`src/sv/psvm_ram.sv`:
```
module psvm_ram #(
  parameter int unsigned Width = 16,
  parameter int unsigned Depth = 256,
  localparam int unsigned AddrW = (Depth > 1) ? $clog2(Depth) : 1
) (
  input  logic             clk_i,
  input  logic             we_i,
  input  logic [AddrW-1:0] waddr_i,
  input  logic [Width-1:0] wdata_i,
  input  logic [AddrW-1:0] raddr_i,
  output logic [Width-1:0] rdata_o
);

  logic [Width-1:0] mem_q [Depth];
  logic [Width-1:0] rdata_q;

  always_ff @(posedge clk_i) begin
    if (we_i) begin
      mem_q[waddr_i] <= wdata_i;
    end
    rdata_q <= mem_q[raddr_i];
  end

  assign rdata_o = rdata_q;

endmodule

```
`config.mk`:
```
export PLATFORM = sky130hd
export DESIGN_NAME = psvm_ram
export DESIGN_NICKNAME = d
export VERILOG_FILES = /design/src/sv/psvm_ram.sv
export SDC_FILE = /design/constraint.sdc
export NUM_CORES = 2
export LEC_CHECK = 0
export ABC_CLOCK_PERIOD_IN_PS = 5650
export BUFFER_PORTS_ARGS = -buffer_cell sky130_fd_sc_hd__buf_4
export CORE_ASPECT_RATIO = 1.1
export CORE_MARGIN = 2
export CORE_UTILIZATION = 30
export CTS_BUF_LIST = sky130_fd_sc_hd__clkbuf_8
export CTS_CLUSTER_SIZE = 10
export DETAILED_ROUTE_END_ITERATION = 6
export HOLD_SLACK_MARGIN = 0.03
export SKIP_LAST_GASP = 1
export SLEW_MARGIN = 15
export SYNTH_ARGS = -nofsm -noshare
export SYNTH_HDL_FRONTEND = slang
export SYNTH_SLANG_ARGS = --single-unit
```
`constraint.sdc`:
```
create_clock -name clk_i -period 5.65 [get_ports clk_i]
set_clock_uncertainty 0.15 [all_clocks]
set_input_delay 0 -clock clk_i [delete_from_list [all_inputs] [get_ports clk_i]]
set_output_delay 0 -clock clk_i [all_outputs]
set_load 0.05 [all_outputs]
```
* After elaboration in Yosys (flattened, before gate mapping)
Memories as Yosys holds them, arrays and structs flattened. A register that Yosys moved wholly into a read port is not among the register bits.
Index checks and enable logic that the tools add are counted.
Widths: inputs -> output; s select.
** Word-level totals
- Bits in registers :: 0
- Latch bits :: 0
- Memory bits (writable) :: 4096
- ROM bits :: 0
- Bits of input ports :: 34
- Output and inout port bits :: 16
- Word-level logic and storage cells :: 3
- Memories :: 1
** Memories
- mem_q :: depth 256, width 16, read ports 1, clocked after Yosys merged registers in 1, write ports 1, line 14 : logic [Width-1:0] mem_q [Depth];
** Cells by class
- $add $sub $neg :: 0
- Multiply operators :: 0
- Divide/modulo/power cells :: 0
- Order comparisons :: 0
- Eq/ne operators :: 0
- Shift operators :: 0
- Multiplexer cells :: 2
- Bitwise logic cells :: 0
- Reduce and logical (&&, ||, !) cells :: 0
** Operators by type and width (count)
- $mux 1 :: 2

* Logic depth before layout (Yosys ltp)
- Depth after elaboration :: 2
- Gate-level depth with buffers :: 12
- Mapped depth without buffers :: 6

* Worst setup path before layout
Ideal clock, no wire load.
- Path kind :: in2reg
- From :: in waddr_i[3]
- To :: mem mem_q[235][0], enable pin
- Data arrival time :: 1.777 ns
- Required time :: 5.112 ns
- Slack :: 3.335 ns
- Stages :: 6
- Cell sequence :: clkbuf_1 -> nor2b_1 -> clkbuf_1 -> nand4_1 -> clkbuf_1 -> nor2_1
** RTL lines
- from (decl) :: line 8 : input logic [AddrW-1:0] waddr_i,
- to (decl) :: line 14
No word-level cell before the write port.

==> PnR_summary.wiki <==
{| class="wikitable"
! Metric !! Value
|-
| # IOs || 50
|-
| Maximum number of pins on one net before global-route repair || 164
|-
| Initial DRT Pass Iterations || 7
|-
| Worst-path fanout max || 50
|-
| Type of the worst setup path || input pin to register
|-
| Total of flip-flops plus latches after synthesis || 4112
|-
| Count of buffers added by post-CTS timing repair for setup || 0
|-
| Last weighted congestion value of the routability-driven placer || 0.859
|-
| Wire length reported by the detailed router || 441 mm
|-
| Number of antenna violations at the first check in global routing || 37
|-
| Remaining DRCs || 0
|-
| Max Fclk || 242 MHz
|-
| Most frequent cells in the layout || sky130_fd_sc_hd__edfxtp_1, sky130_fd_sc_hd__mux4_2, sky130_fd_sc_hd__clkbuf_8
|-
| Average size of a mapped cell || 21.6 sq um
|-
| Most frequently used flop master after synthesis || sky130_fd_sc_hd__edfxtp_1
|-
| Proportion of synthesized chip area in sequential cells || 77.7%
|-
| Number of vias in the routed layout || 80900
|-
| Buffers on Ports || 49
|-
| Hold violation total from the final report || 0
|-
| Clock-pin slew on the worst setup and hold paths || 0.06 ns
|-
| Clk Latency, worst-skew pair || 1.25 ns
|-
| Data arrival time at the worst-slack endpoint || 5.13 ns
|-
| Mapped Nets || 7394
|-
| Minimum clock period || 4.14 ns
|-
| Count of endpoints failing setup in the final report || 0
|-
| Global-route wire length before repair || 618 mm
|-
| Worst vdd ir || 0.245 mV
|-
| Horizontal die dimension || 698 um
|-
| Die outline area || 535000 sq um
|-
| Outcome || finished clean
|-
| Slew of the pin with the lowest slew margin || 1.31 ns
|-
| Post-CTS sizing || 0
|-
| Max_cap viols || 0
|-
| Post-detailed-route via-to-cell ratio || 5.16
|-
| Count of hold buffers inserted by post-cts repair || 90
|-
| Most common library cell in the layout ignoring fill and taps || sky130_fd_sc_hd__edfxtp_1
|-
| Total half-perimeter wirelength after legalization and detailed placement || 255 mm
|-
| Share of flip-flops with an asynchronous set or reset || 0%
|-
| Row count || 280
|-
| Post-route clock period utilization || 73.2%
|-
| Cells after Synth || 7360
|-
| Number of enable-type register cells in the synthesized netlist || 4096
|-
| Post-layout worst setup margin || 1.51 ns
|-
| Sort of element at the start of the critical path || input pin
|-
| Path category of the worst min-delay check || input pin to register
|-
| Count of nets after finishing || 8128
|-
| Sum of negative setup slack || 0 ns
|-
| Die extent in y || 767 um
|-
| Antenna violation net count after detailed routing || 0
|-
| Warning count from the yosys run || 0
|-
| Worst slew margin relative to its limit || 12.9%
|-
| RSZ-0062 raised after global routing || false
|-
| Ratio of total power to cell area || 332 nW/um^2
|-
| Crit. End Element || register
|-
| Worst-case hold slack || 0.208 ns
|-
| Global-route usage over all layers || 15.9%
|-
| Clock Sink Count || 4112
|-
| Initial cell density of the core || 30.1%
|-
| Initial DRC count || 10600
|-
| Largest buffer count on any clock path || 4
|-
| Worst path required time || 6.65 ns
|-
| Final instance count without filler cells || 15700
|-
| Area of the mapped netlist || 159000 sq um
|-
| Number of global-route vias before repair || 81700
|-
| Number of pins exceeding their max-slew limit in the final report || 0
|-
| Fraction of final layout cells sized beyond drive strength 1 || 26.1%
|-
| Number of H-tree levels || 6
|-
| Routed length per instance || 28.2 um
|-
| Inst Count DP || 14400
|-
| Total global routing overflow || 0
|-
| Area added between synthesis and finish || 14.9%
|-
| Core area || 528000 sq um
|-
| Reported leakage power || 57.5 nW
|-
| Synth unique cells || 52
|-
| Place WS || 1.10 ns
|-
| TritonCTS clock tree || yes
|-
| CTS root buffer || sky130_fd_sc_hd__clkbuf_8
|-
| CTS buffer count || 662
|}
power breakdown:
group	internal (mW)	switching, mW
clock	11.5	12.0
combinational	1.12	2.20
sequential	33.6	0.0820
worst max-delay path, stage by stage:
cell and delay, ns:
sky130_fd_sc_hd__dlygate4sd3_1 0.54, sky130_fd_sc_hd__clkbuf_8 0.26, sky130_fd_sc_hd__or2_4 0.63, sky130_fd_sc_hd__buf_12 0.31
sky130_fd_sc_hd__buf_12 0.24, sky130_fd_sc_hd__o221ai_1 0.56, sky130_fd_sc_hd__o22ai_1 0.17, sky130_fd_sc_hd__a22oi_1 0.62
sky130_fd_sc_hd__nand3_1 0.14, sky130_fd_sc_hd__dlygate4sd3_1 0.59, sky130_fd_sc_hd__nor4_1 0.25, sky130_fd_sc_hd__dlygate4sd3_1 0.58
final timing paths:
path	start	to	slack [ns]	cells after the start
max	raddr_i[2]	rdata_o[0]	1.51	12
min reg2reg	mem_q[218][6]	rdata_o[6]	0.97	6
max reg2reg	mem_q[138][1]	rdata_o[1]	1.95	7
min	raddr_i[1]	rdata_o[6]	0.21	7
area by class of cell:
type,instances,area (sq um)
inverter,4,27.5
sequential,4112,123000
clock inverter,503,2650
fill,48900,345000
multi-input combinational,2792,33100
tap,7050,8820
antenna,11,27.5
timing repair buffer,522,5080
clock buffer,673,9260
cell families after synthesis:
| family | count (synthesis) | synth area share, % |
|---|---|---|
| compound gates | 786 | 3.54 |
| buf+inv | 456 | 1.69 |
| flops | 4112 | 77.7 |
| mux | 1450 | 15.5 |
| simple gates | 556 | 1.57 |
synth_stat cells, types with 3 or more instances:
library cell / n / area [sq um]
sky130_fd_sc_hd__o32ai_1: 20 / 175
sky130_fd_sc_hd__nand2b_1: 3 / 18.8
sky130_fd_sc_hd__o21ai_0: 37 / 185
sky130_fd_sc_hd__nand4_1: 26 / 163
sky130_fd_sc_hd__nand4b_1: 3 / 26.3
sky130_fd_sc_hd__a221oi_1: 28 / 245
sky130_fd_sc_hd__a211oi_1: 18 / 135
sky130_fd_sc_hd__o31ai_1: 16 / 120
sky130_fd_sc_hd__mux4_2: 797 / 17900
sky130_fd_sc_hd__a22oi_1: 43 / 323
sky130_fd_sc_hd__nor3_1: 92 / 460
sky130_fd_sc_hd__o221ai_1: 252 / 2210
sky130_fd_sc_hd__nand2_1: 38 / 143
sky130_fd_sc_hd__o22ai_1: 148 / 926
sky130_fd_sc_hd__buf_4: 26 / 195
sky130_fd_sc_hd__nor2_1: 304 / 1140
sky130_fd_sc_hd__a21oi_1: 175 / 876
sky130_fd_sc_hd__a2111oi_0: 6 / 52.6
sky130_fd_sc_hd__buf_2: 76 / 380
sky130_fd_sc_hd__nor4_1: 17 / 106
sky130_fd_sc_hd__and3_1: 11 / 68.8
sky130_fd_sc_hd__mux2_2: 88 / 991
sky130_fd_sc_hd__clkbuf_1: 230 / 863
sky130_fd_sc_hd__nor2b_1: 9 / 56.3
sky130_fd_sc_hd__buf_1: 27 / 101
sky130_fd_sc_hd__dfxtp_1: 16 / 320
sky130_fd_sc_hd__buf_8: 11 / 165
sky130_fd_sc_hd__buf_12: 5 / 100
sky130_fd_sc_hd__buf_6: 77 / 867
sky130_fd_sc_hd__or2_2: 4 / 25.0
sky130_fd_sc_hd__nand3_1: 35 / 175
sky130_fd_sc_hd__a31oi_1: 6 / 37.5
sky130_fd_sc_hd__a22o_1: 32 / 280
sky130_fd_sc_hd__mux2i_1: 565 / 5660
sky130_fd_sc_hd__inv_1: 3 / 11.3
sky130_fd_sc_hd__edfxtp_1: 4096 / 123000
registers in the layout (all words and copies together), names as in the netlist:
| name | cells |
|---|---|
| mem_q | 4096 |
| rdata_o | 16 |
layer usage:
layer	part of all wire, %	global-route usage (%)
met5	0.031	0
met3	9.3	3.34
met4	3.8	5.98
met1	39	21.3
met2	47	25.6
per-stage QoR:
stage          instance area (sq um)  util (%)  power [mW]
2_1_floorplan                 159000         -        36.0
3_3_place_gp                  169000      32.0        37.5
3_5_place_dp                  169000      32.1        37.6
4_1_cts                       182000      34.5        60.9
5_1_grt                       182000      34.6        62.4
6_report                      182000      34.6        60.5
Note: power is estimated with default switching activity, not from simulation.
